## src/design/cobsd_pkg.sv

```systemverilog
package cobsd_pkg;

	localparam int FRAME_BYTES_DEF = 64;
	localparam logic [7:0] GROUP_FULL_CODE = 8'hFF;

	typedef enum logic [2:0] {
		ST_IDLE,
		ST_ZERO,
		ST_RD_LEN,
		ST_RD_ACT,
		ST_CAP_ACT,
		ST_RD_BODY,
		ST_LOAD
	} ctrl_state_t;

	typedef enum logic [1:0] {
		RD_LEN,
		RD_ACT,
		RD_BODY
	} rd_sel_t;

	typedef struct packed {
		logic    push;
		logic    append_zero;
		logic    rd_en;
		rd_sel_t rd_sel;
		logic    cap_len;
		logic    cap_act;
		logic    load_out;
		logic    body_next;
		logic    clear_frame;
	} dp_cmd_t;

	typedef struct packed {
		logic two_appends;
		logic byte_zero;
		logic out_busy;
		logic last_item;
	} dp_status_t;

endpackage

```

## src/design/cobsd_ifs.sv

```systemverilog
interface cobsd_rx_if;
	logic       valid;
	logic       ready;
	logic [7:0] rx_byte;

	modport source (output valid, output rx_byte, input ready);
	modport sink (input valid, input rx_byte, output ready);
endinterface

interface cobsd_res_if;
	logic       valid;
	logic       ready;
	logic [7:0] msg_length;
	logic [7:0] msg_action;
	logic [7:0] body_byte;
	logic [5:0] body_index;
	logic       body_valid;
	logic       overflowed;
	logic       last;

	modport source (
		output valid, output msg_length, output msg_action, output body_byte,
		output body_index, output body_valid, output overflowed, output last,
		input ready
	);
	modport sink (
		input valid, input msg_length, input msg_action, input body_byte,
		input body_index, input body_valid, input overflowed, input last,
		output ready
	);
endinterface

```

## src/design/cobsd_ctrl.sv

```systemverilog
module cobsd_ctrl
	import cobsd_pkg::*;
(
	input  logic       clk,
	input  logic       arst_n,
	input  logic       in_valid,
	output logic       in_ready,
	input  dp_status_t sts,
	output dp_cmd_t    cmd
);

	ctrl_state_t state_q;
	ctrl_state_t state_nx;

	always_ff @(posedge clk or negedge arst_n) begin
		if (!arst_n) begin
			state_q <= ST_IDLE;
		end else begin
			state_q <= state_nx;
		end
	end

	always_comb begin
		state_nx = state_q;
		cmd      = '0;
		in_ready = 1'b0;
		unique case (state_q)
			ST_IDLE: begin
				in_ready = 1'b1;
				if (in_valid) begin
					if (sts.byte_zero) begin
						state_nx = ST_RD_LEN;
					end else begin
						cmd.push = 1'b1;
						if (sts.two_appends) begin
							state_nx = ST_ZERO;
						end
					end
				end
			end
			ST_ZERO: begin
				cmd.append_zero = 1'b1;
				state_nx        = ST_IDLE;
			end
			ST_RD_LEN: begin
				cmd.rd_en  = 1'b1;
				cmd.rd_sel = RD_LEN;
				state_nx   = ST_RD_ACT;
			end
			ST_RD_ACT: begin
				cmd.cap_len = 1'b1;
				cmd.rd_en   = 1'b1;
				cmd.rd_sel  = RD_ACT;
				state_nx    = ST_CAP_ACT;
			end
			ST_CAP_ACT: begin
				cmd.cap_act = 1'b1;
				state_nx    = ST_RD_BODY;
			end
			ST_RD_BODY: begin
				cmd.rd_en  = 1'b1;
				cmd.rd_sel = RD_BODY;
				state_nx   = ST_LOAD;
			end
			ST_LOAD: begin
				if (!sts.out_busy) begin
					cmd.load_out = 1'b1;
					if (sts.last_item) begin
						cmd.clear_frame = 1'b1;
						state_nx        = ST_IDLE;
					end else begin
						cmd.body_next = 1'b1;
						state_nx      = ST_RD_BODY;
					end
				end
			end
			default: begin
				state_nx = ST_IDLE;
			end
		endcase
	end

endmodule

```

## src/design/cobsd_dp.sv

```systemverilog
module cobsd_dp
	import cobsd_pkg::*;
#(
	parameter int FRAME_BYTES = FRAME_BYTES_DEF
) (
	input  logic       clk,
	input  logic       arst_n,
	input  logic [7:0] rx_byte,
	input  dp_cmd_t    cmd,
	output dp_status_t sts,
	input  logic       out_ready,
	output logic       out_valid,
	output logic [7:0] msg_length,
	output logic [7:0] msg_action,
	output logic [7:0] body_byte,
	output logic [5:0] body_index,
	output logic       body_valid,
	output logic       overflowed,
	output logic       last
);

	localparam int AW = $clog2(FRAME_BYTES);
	localparam int CW = AW + 1;

	logic [7:0]    mem [FRAME_BYTES];
	logic [CW-1:0] count_q;
	logic [7:0]    group_left_q;
	logic          group_full_q;
	logic          overflow_q;

	logic [7:0]    rdata_s1;
	logic          rd_ok_s1;
	logic [7:0]    len_q;
	logic [7:0]    act_q;
	logic [AW-1:0] k_q;

	logic          out_valid_q;
	logic [7:0]    out_len_q;
	logic [7:0]    out_act_q;
	logic [7:0]    out_byte_q;
	logic [5:0]    out_index_q;
	logic          out_bvalid_q;
	logic          out_ovf_q;
	logic          out_last_q;

	logic          gl_zero;
	logic [7:0]    gl_nx;
	logic          full_nx;
	logic          zero_after;
	logic          wr_req;
	logic [7:0]    wr_data;
	logic          room;
	logic [AW-1:0] rd_addr;
	logic [7:0]    rd_val;
	logic          have_body;
	logic [7:0]    n_raw;
	logic [7:0]    n_sat;
	logic [AW-1:0] n_items;
	logic          last_w;

	// Stuffing decode for the byte offered at the input.
	always_comb begin
		gl_zero    = (group_left_q == 8'd0);
		gl_nx      = gl_zero ? (rx_byte - 8'd1) : (group_left_q - 8'd1);
		full_nx    = gl_zero ? (rx_byte == GROUP_FULL_CODE) : group_full_q;
		zero_after = (gl_nx == 8'd0) && !full_nx;
		wr_req     = (cmd.push && (!gl_zero || zero_after)) || cmd.append_zero;
		wr_data    = (cmd.push && !gl_zero) ? rx_byte : 8'd0;
		room       = (count_q < CW'(FRAME_BYTES));
	end

	always_ff @(posedge clk or negedge arst_n) begin
		if (!arst_n) begin
			count_q      <= '0;
			group_left_q <= '0;
			group_full_q <= 1'b0;
			overflow_q   <= 1'b0;
		end else if (cmd.clear_frame) begin
			count_q      <= '0;
			group_left_q <= '0;
			group_full_q <= 1'b0;
			overflow_q   <= 1'b0;
		end else begin
			if (cmd.push) begin
				group_left_q <= gl_nx;
				group_full_q <= full_nx;
			end
			if (wr_req) begin
				if (room) begin
					count_q <= count_q + CW'(1);
				end else begin
					overflow_q <= 1'b1;
				end
			end
		end
	end

	always_ff @(posedge clk) begin
		if (wr_req && room) begin
			mem[count_q[AW-1:0]] <= wr_data;
		end
	end

	always_comb begin
		case (cmd.rd_sel)
			RD_LEN:  rd_addr = AW'(0);
			RD_ACT:  rd_addr = AW'(1);
			RD_BODY: rd_addr = k_q + AW'(2);
			default: rd_addr = AW'(0);
		endcase
	end

	always_ff @(posedge clk) begin
		if (cmd.rd_en) begin
			rdata_s1 <= mem[rd_addr];
			rd_ok_s1 <= ({1'b0, rd_addr} < count_q);
		end
	end

	assign rd_val = rd_ok_s1 ? rdata_s1 : 8'd0;

	always_ff @(posedge clk) begin
		if (cmd.cap_len) begin
			len_q <= rd_val;
		end
		if (cmd.cap_act) begin
			act_q <= rd_val;
		end
	end

	always_ff @(posedge clk or negedge arst_n) begin
		if (!arst_n) begin
			k_q <= '0;
		end else if (cmd.cap_act) begin
			k_q <= '0;
		end else if (cmd.body_next) begin
			k_q <= k_q + AW'(1);
		end
	end

	// Number of results for this message, capped at the body positions of the store.
	always_comb begin
		have_body = (len_q > 8'd2);
		n_raw     = have_body ? (len_q - 8'd2) : 8'd1;
		n_sat     = (n_raw > 8'(FRAME_BYTES - 2)) ? 8'(FRAME_BYTES - 2) : n_raw;
		n_items   = AW'(n_sat);
		last_w    = (({1'b0, k_q} + CW'(1)) == {1'b0, n_items});
	end

	always_ff @(posedge clk or negedge arst_n) begin
		if (!arst_n) begin
			out_valid_q <= 1'b0;
		end else if (cmd.load_out) begin
			out_valid_q <= 1'b1;
		end else if (out_ready) begin
			out_valid_q <= 1'b0;
		end
	end

	always_ff @(posedge clk) begin
		if (cmd.load_out) begin
			out_len_q    <= len_q;
			out_act_q    <= act_q;
			out_byte_q   <= have_body ? rd_val : 8'd0;
			out_index_q  <= have_body ? 6'(k_q) : 6'd0;
			out_bvalid_q <= have_body;
			out_ovf_q    <= overflow_q;
			out_last_q   <= last_w;
		end
	end

	always_comb begin
		sts.two_appends = !gl_zero && zero_after;
		sts.byte_zero   = (rx_byte == 8'd0);
		sts.out_busy    = out_valid_q && !out_ready;
		sts.last_item   = last_w;
	end

	assign out_valid  = out_valid_q;
	assign msg_length = out_len_q;
	assign msg_action = out_act_q;
	assign body_byte  = out_byte_q;
	assign body_index = out_index_q;
	assign body_valid = out_bvalid_q;
	assign overflowed = out_ovf_q;
	assign last       = out_last_q;

endmodule

```

## src/design/cobs_message_deframer.sv

```systemverilog
// COBS message deframer. Stuffed bytes enter on rx and are decoded into a
// frame store of FRAME_BYTES entries; a zero byte ends the frame. A data byte
// that closes a group with an implied zero passes through ST_ZERO too, as the
// store has a single write port. After the zero byte the controller reads the
// length and action bytes in ST_RD_LEN, ST_RD_ACT and ST_CAP_ACT, then each
// result through the single read port of the store in ST_RD_BODY and ST_LOAD,
// which waits while res stalls. The frame state is cleared as the last result
// is loaded, so the next frame may start while that result still waits on res.
module cobs_message_deframer
	import cobsd_pkg::*;
#(
	parameter int FRAME_BYTES = FRAME_BYTES_DEF
) (
	input logic         clk,
	input logic         arst_n,
	cobsd_rx_if.sink    rx,
	cobsd_res_if.source res
);

	dp_cmd_t    cmd;
	dp_status_t sts;

	cobsd_ctrl u_ctrl (
		.clk      (clk),
		.arst_n   (arst_n),
		.in_valid (rx.valid),
		.in_ready (rx.ready),
		.sts      (sts),
		.cmd      (cmd)
	);

	cobsd_dp #(
		.FRAME_BYTES (FRAME_BYTES)
	) u_dp (
		.clk        (clk),
		.arst_n     (arst_n),
		.rx_byte    (rx.rx_byte),
		.cmd        (cmd),
		.sts        (sts),
		.out_ready  (res.ready),
		.out_valid  (res.valid),
		.msg_length (res.msg_length),
		.msg_action (res.msg_action),
		.body_byte  (res.body_byte),
		.body_index (res.body_index),
		.body_valid (res.body_valid),
		.overflowed (res.overflowed),
		.last       (res.last)
	);

endmodule

```

## src/flat_wrapper.sv

```systemverilog
// flat-port wrapper written by rule: the top's interface ports become plain ports
module cobs_message_deframer_flat import cobsd_pkg::*;
#(
	parameter int FRAME_BYTES = FRAME_BYTES_DEF
)
  (clk, arst_n, rx_valid, rx_rx_byte, rx_ready, res_valid, res_msg_length, res_msg_action, res_body_byte, res_body_index, res_body_valid, res_overflowed, res_last, res_ready);
  cobsd_rx_if rx_i ();
  cobsd_res_if res_i ();
  input logic clk;
  input logic arst_n;
  input wire logic [$bits(rx_i.valid)-1:0] rx_valid;
  input wire logic [$bits(rx_i.rx_byte)-1:0] rx_rx_byte;
  output wire logic [$bits(rx_i.ready)-1:0] rx_ready;
  output wire logic [$bits(res_i.valid)-1:0] res_valid;
  output wire logic [$bits(res_i.msg_length)-1:0] res_msg_length;
  output wire logic [$bits(res_i.msg_action)-1:0] res_msg_action;
  output wire logic [$bits(res_i.body_byte)-1:0] res_body_byte;
  output wire logic [$bits(res_i.body_index)-1:0] res_body_index;
  output wire logic [$bits(res_i.body_valid)-1:0] res_body_valid;
  output wire logic [$bits(res_i.overflowed)-1:0] res_overflowed;
  output wire logic [$bits(res_i.last)-1:0] res_last;
  input wire logic [$bits(res_i.ready)-1:0] res_ready;
  assign rx_i.valid = rx_valid;
  assign rx_i.rx_byte = rx_rx_byte;
  assign rx_ready = rx_i.ready;
  assign res_valid = res_i.valid;
  assign res_msg_length = res_i.msg_length;
  assign res_msg_action = res_i.msg_action;
  assign res_body_byte = res_i.body_byte;
  assign res_body_index = res_i.body_index;
  assign res_body_valid = res_i.body_valid;
  assign res_overflowed = res_i.overflowed;
  assign res_last = res_i.last;
  assign res_i.ready = res_ready;
  cobs_message_deframer #(.FRAME_BYTES(FRAME_BYTES)) u_core (.clk(clk), .arst_n(arst_n), .rx(rx_i), .res(res_i));
endmodule
```

## config.mk

```make
export PLATFORM = sky130hd
export DESIGN_NAME = cobs_message_deframer_flat
export DESIGN_NICKNAME = d
export VERILOG_FILES = /design/src/design/cobsd_pkg.sv /design/src/design/cobsd_ifs.sv /design/src/design/cobsd_ctrl.sv /design/src/design/cobsd_dp.sv /design/src/design/cobs_message_deframer.sv /design/src/flat_wrapper.sv
export SDC_FILE = /design/constraint.sdc
export NUM_CORES = 1
export LEC_CHECK = 0
export ABC_AREA = 1
export BUFFER_PORTS_ARGS = -buffer_cell sky130_fd_sc_hd__buf_2
export CORE_AREA = 5 5 212 214
export CTS_BUF_LIST = sky130_fd_sc_hd__clkbuf_4 sky130_fd_sc_hd__clkbuf_8 sky130_fd_sc_hd__clkbuf_16
export CTS_CLUSTER_SIZE = 8
export DETAILED_ROUTE_END_ITERATION = 6
export DIE_AREA = 0 0 217 219
export PLACE_DENSITY = 0.72
export RECOVER_POWER = 25
export SLEW_MARGIN = 30
export SYNTH_ARGS = -nofsm -noshare
export SYNTH_HDL_FRONTEND = slang
export SYNTH_SLANG_ARGS = --single-unit
```

## constraint.sdc

```tcl
create_clock -name clk -period 3.7 [get_ports clk]
set_input_delay 0.74 -clock clk [delete_from_list [all_inputs] [get_ports clk]]
set_output_delay 0.74 -clock clk [all_outputs]
set_load 0.02 [all_outputs]
```

; Word-level counts from Yosys, hierarchy flattened
; Memories as Yosys holds them, arrays and structs flattened. A register that Yosys moved wholly into a read port is not among the register bits.
; Index checks and enable logic that the tools add are counted.
[totals]
reg_bits = 77
out_inout_bits = 35
latchBits = 0
rom_bits = 0
elab_cells = 107
in_bits = 12
ram_bits = 512
memories = 1
[memory_table]
columns = name, words, word_bits, rd, rd_clocked_by_memory_dff, write_ports, line_no
row1 = u_core.u_dp.mem, 64, 8, 1, 1, 1, cobsd_dp.sv:25  ; logic [7:0] mem [FRAME_BYTES];
[classes]
shift = 0
addsub = 7
div = 0
n_eq_ne = 14
n_lt_le_gt_ge = 4
muxes = 41
n_bitwise = 0
reduce_logical = 23
n_mul = 0
[ops]
columns = op, count
row1 = $mux W8, 6
row2 = $logic_not A8 Y1, 3
row3 = $mux W3, 7
row4 = $mux W7, 3
row5 = $mux W1, 19
row6 = $mux W6, 3
row7 = $pmux W3 S6, 1
row8 = $sub A8 B1 Y8 const B, 2
row9 = $pmux W6 S2, 1
row10 = $reduce_bool A2 Y1, 5
row11 = $eq A3 B3 Y1 const B, 3
row12 = $pmux W3 S3, 1
row13 = $eq A8 B8 Y1 const B, 1
row14 = $gt A8 B2 Y1 const B, 1
row15 = $gt A8 B6 Y1 const B, 1
row16 = $sub A8 B2 Y8 const B, 1
row17 = $add A6 B1 Y7 const B, 1
row18 = $add A7 B1 Y7 const B, 1
row19 = $eq A7 B6 Y1, 1
row20 = $lt A6 B7 Y1, 1
row21 = $lt A7 B7 Y1 const B, 1
row22 = $add A6 B1 Y6 const B, 1
row23 = $add A6 B2 Y6 const B, 1
row24 = $eq A3 B2 Y1 const B, 2
row25 = other kinds (12), 22

; Logic depth before layout (Yosys ltp)
[logic_depth]
ltp_word = 10
depth_mapped = 19
mapped_depth_nobuf = 18

; Cells and area by module
; A second synthesis with hierarchy kept.
[hier_totals]
cells_unflattened = 1957
hier_area_um2 = 24524.8
[modules_own_cells]
columns = mod, area_each_um2, cells_each, instances, seq_area_each_um2
row1 = cobsd_dp, 24212.0, 1902, 1, 17717.0
row2 = cobsd_ctrl, 312.8, 55, 1, 75.1

; Least setup slack after synthesis
; Ideal clock, no wire load.
[synth_path]
kind = input-to-reg
from = in rx_rx_byte[1]
to = mem u_core.u_dp.mem[0][0], data pin
setup_ns = 0.499
n_path_buf = 0
t_arrival_ns = 2.992
cell_stages = 8
required_time_ns = 3.201
slack_ns = 0.209
path_cell_list = nor3_1 -> nand3_1 -> nand2_1 -> nor2_2 -> inv_1 -> nor2_1 -> inv_1 -> nor2_1
[synth_between]
elab_chain_len = 6
[synth_rtl]
columns = element, line_no
row1 = start: declaration, flat_wrapper.sv:12  ; input wire logic [$bits(rx_i.rx_byte)-1:0] rx_rx_byte;
row2 = $logic_not A8 Y1, cobsd_dp.sv:174  ; sts.byte_zero = (rx_byte == 8'd0);
row3 = $mux W1, cobsd_ctrl.sv:31  ; if (sts.byte_zero) begin
row4 = $mux W1, cobsd_ctrl.sv:30  ; if (in_valid) begin
row5 = $mux W1, cobsd_ctrl.sv:27  ; unique case (state_q)
row6 = $logic_and A1 B1 Y1, cobsd_dp.sv:68  ; wr_data = (cmd.push && !gl_zero) ? rx_byte : 8'd0;
row7 = $mux W8, cobsd_dp.sv:68
row8 = via u_core.u_dp.wr_data[0], cobsd_dp.sv:51  ; logic [7:0] wr_data;
row9 = end: declaration, cobsd_dp.sv:25
; The timed path passes the listed nets, and every way through them passes these cells.

; Worst setup path after layout
[layout_path]
from = reg u_core.u_ctrl.state_q[1]
to = reg u_core.u_dp.rdata_s1[5] (read register of u_core.u_dp.mem), data pin
[layout_between]
elab_chain_len = 4
[layout_rtl]
columns = element, line_no
row1 = start: declaration, cobsd_ctrl.sv:12  ; ctrl_state_t state_q;
row2 = start signal: assignment, cobsd_ctrl.sv:19  ; state_q <= state_nx;
row3 = $eq A3 B3 Y1 / $eq A3 B2 Y1 (equally long branches), cobsd_ctrl.sv:27
row4 = $pmux W3 S3 (*), cobsd_ctrl.sv:27
row5 = $eq A2 B2 Y1 / $eq A2 B1 Y1 (equally long branches), cobsd_dp.sv:105  ; case (cmd.rd_sel)
row6 = $pmux W6 S2, cobsd_dp.sv:105
row7 = end: declaration, cobsd_dp.sv:31  ; logic [7:0] rdata_s1;
; Mark *: on every way between the ends. The rest lies on a longest branch, timed or not.
; A chain may end at the register's enable or synchronous reset.

==> summary.md <==
| Metric | Value |
|---|---|
| Failing checks | max-capacitance violations, max-slew violations |
| CTS tree | yes |
| Antenna violations before repair | 0 |
| Cts bufs inserted | 84 |
| Area leader, netlist | edfxtp_1 |
| Worst-Margin Slew | 1.56 ns |
| Critical path class | reg2reg |
| Area Growth Syn to Fin | 14.9% |
| XOR/XNOR Fraction of Synth Area | 0.277% |
| N_diodes | 0 |
| Mapped Nets | 2,064 |
| Max VDD drop | 0.000337 V |
| Final worst path period need | 3.41 ns |
| Die Ht | 219 µm |
| Synth top area share | 67.7% |
| Slew HR | -3.74% |
| Clock transition at path regs | 0.05 ns |
| Worst setup EP type | register |
| Maxcap violations | 2 |
| Cells taking the most area after synthesis | edfxtp_1 (68%), o211ai_1 (7.7%), o21ai_0 (4.0%), nor2_1 (3.8%), nand2_1 (2.7%) |
| GR Overflow Total | 0 |
| Clock Skew | 0.0202 ns |
| Commonest non-fill, non-tap cell in the layout | edfxtp_1 |
| WP data arrival | 3.74 ns |
| Pwr dens | 541 nW/µm² |
| Netlist Area Pre-Place | 25,300 µm² |
| First DRT Iteration DRCs | 2,316 |
| Post-synthesis mux area share | 0% |
| Area share of fa/ha/maj cells after synthesis | 0.544% |
| Port bufs | 46 |
| Vias in the first global route | 16.5k |
| H-tree levels | 3 |
| Post-synthesis sequential area ratio | 70.4% |
| ANT nets after route | 0 |
| Clock network power share | 43.6% |
| Post-synth EDFFs | 570 |
| Tcrit/Tclk final | 92.2% |
| Internal Power | 12.1 mW |
| Yosys Warn Count | 0 |
| Share of layout cells above drive strength 1 | 14.7% |
| Max clock buf depth | 3 |
| Total core area | 42,700 µm² |
| Worst hold path class | reg2reg |
| Final setup margin | 0.289 ns |
| Die area | 47,500 µm² |
| Post-synthesis compound-gate area fraction | 12.5% |
| Combinational fraction of design power | 7.1% |
| Ys flop type | edfxtp_1 |
| Initial Util | 59.2% |
| Worst skew pair latency | 0.61 ns |
| Setup TNS | 0 ns |
| Post-route DRC | 0 |
| Synth Area per Inst | 12.4 µm² |
| Leak | 10.0 nW |
| Post-synthesis simple-gate area fraction | 11.6% |
| CP max stage cell | clkbuf_1 |
| Via/cell ratio | 6.21 |
| Largest net degree at the start of global routing | 138 |
| Synth async-reset ratio | 4.52% |
| FF-to-FF setup slack | 0.29 ns |
| Final setup viols | 0 |
| GPL Wtd Cong | 0.929 |
| Pre-antenna DRT Iters | 6 |
| Critical-path cell list | inv_1 > nor3_1 > clkbuf_1 > inv_2 > o21ai_4 > inv_4 > buf_4 > o211ai_1 > o211ai_1 > o211ai_1 > nand3_1 > nand3_1 > nand2_1 |
| Fill cells | 2,961 |
| Die width | 217 µm |
| #FFs+latches synth | 597 |
| Cell count after synthesis | 2,041 |
| Dpl ws | 0.272 ns |
| Max-slew violations | 44 |
| RSZ-0062 raised after global routing | false |
| # nets final | 2,196 |
| Largest incremental delay on the critical path | 0.46 ns |
| Routed Wire Length | 62,000 µm |
| Fin. Hold Viols | 0 |
| Critical Path Fanout Max | 88 |
| Status | complete, but fails checks |
| Clk root buf | clkbuf_16 |
| Critical Path Source Type | register |
| CTS Sinks | 597 |
| First-pass GRT wire length | 95,100 µm |
| Crit-path most repeated cell | o211ai_1 |
| Post-CTS sizing | 0 |
| Achievable Freq | 293 MHz |
| Critical Path RT | 4.03 ns |
| Final HPWL DP | 38,000 µm |
| GRT Total Usage | 26.2% |
| Netlist cell types | 43 |
| Psw | 3.58 mW |
| Flop pwr share | 49.3% |
| IO Count | 47 |
| Setup Buffers After CTS | 0 |
| DR WL/cell | 22.6 µm |
| Via count | 17.0k |
| Switching share of power | 22.8% |
| Main combinational cell family by area after synthesis | compound AO/OA/AOI/OAI gates |
| Post-CTS Hold Buffers | 0 |
| Most frequent cells in the layout | edfxtp_1 (570), o211ai_1 (258), nor2_1 (256) |
| Num rows | 76 |
[per-layer routing]
| layer | vias to the layer above | routed length, µm | track usage, % |
|---|---|---|---|
| met1 | 8210 | 24900 | 36.0 |
| met3 | 169 | 5300 | 4.26 |
| met4 | 0 | 2680 | 11.5 |
| li1 | 7670 | - | - |
| met2 | 972 | 29100 | 42.2 |
| met5 | - | 0 | 0 |
[cell type report]
type	count	area, µm²	area share (%)
clock inverters	7	106	0.366
repair buffers	162	1230	4.24
inverters	171	646	2.22
flip-flops and latches	597	17800	61.3
clock buffers	99	2230	7.69
well taps	546	683	2.35
multi-input cells	1157	6340	21.9
[power groups by stage]
stage          Clock, mW  Combinational [mW]  Sequential (mW)
5_1_grt             7.28                1.20             7.76
4_1_cts             6.94                1.11             7.74
3_3_place_gp           0                1.09             7.86
6_report            6.86                1.11             7.75
2_1_floorplan          0               0.658             7.82
3_5_place_dp           0                1.11             7.86
[final timing paths]
kind / from / cells after the start / end
hold / removal: u_core.u_dp.act_q[4] / 0 / u_core.u_dp.msg_action[4]
min in group asynchronous: arst_n / 1 / u_core.u_dp.group_left_q[0]
max in group asynchronous: arst_n / 1 / u_core.u_dp.count_q[4]
setup reg to reg: u_core.u_ctrl.state_q[1] / 13 / u_core.u_dp.rdata_s1[5]
hold reg to reg: u_core.u_dp.act_q[4] / 0 / u_core.u_dp.msg_action[4]
setup / recovery: u_core.u_ctrl.state_q[1] / 13 / u_core.u_dp.rdata_s1[5]
[sequential cells by signal (all words and copies together), names as in the netlist, 3 cells and up]
signal                    flops
u_core.u_dp.group_left_q      8
u_core.u_dp.mem             512
u_core.u_dp.msg_length        8
u_core.u_dp.rdata_s1          8
u_core.u_dp.body_index        6
u_core.u_dp.act_q             8
u_core.u_dp.msg_action        8
u_core.u_dp.k_q               6
u_core.u_dp.body_byte         8
u_core.u_ctrl.state_q         3
u_core.u_dp.len_q             8
u_core.u_dp.count_q           7
[cells by family after synthesis]
kind of cell	Yosys count
adders and majority gates	11
buffers and inverters	287
DFF	597
AOI/OAI and AO/OA	493
and+or+nand+nor	645
xor gates and xnor gates	8
[cell usage after synthesis (9+ instances only)]
master	number
edfxtp_1	570
nor2_1	258
o211ai_1	258
o21ai_0	200
nand2_1	185
inv_1	158
nand3_1	96
clkbuf_1	71
or2_2	56
buf_2	33
dfrtp_1	27
nand4_1	16
a21oi_1	13
o22ai_1	13
ha_1	11
inv_2	10
nor2_2	9
[critical path, delay by kind of cell (launching register included)]
kind	cells	cell delay, ns
flip-flops	1	0.39
buffers and inverters	5	1.14
AO/OA/AOI/OAI	4	0.90
AND/OR/NAND/NOR	4	0.62
[through the flow]
stage          area (µm²)  cells  hold WS [ns]  utilization [%]  total power [mW]
2_1_floorplan       25300   2041         0.400                -              8.48
3_3_place_gp        26900   2633         0.405             62.9              8.95
3_5_place_dp        26900   2633         0.405             62.9              8.97
4_1_cts             29200   2739         0.169             68.4              15.8
5_1_grt             29000   2739         0.409             68.0              16.2
6_report            29000   2739         0.410             68.0              15.7
No activity file was read; power rests on OpenSTA's default activity.
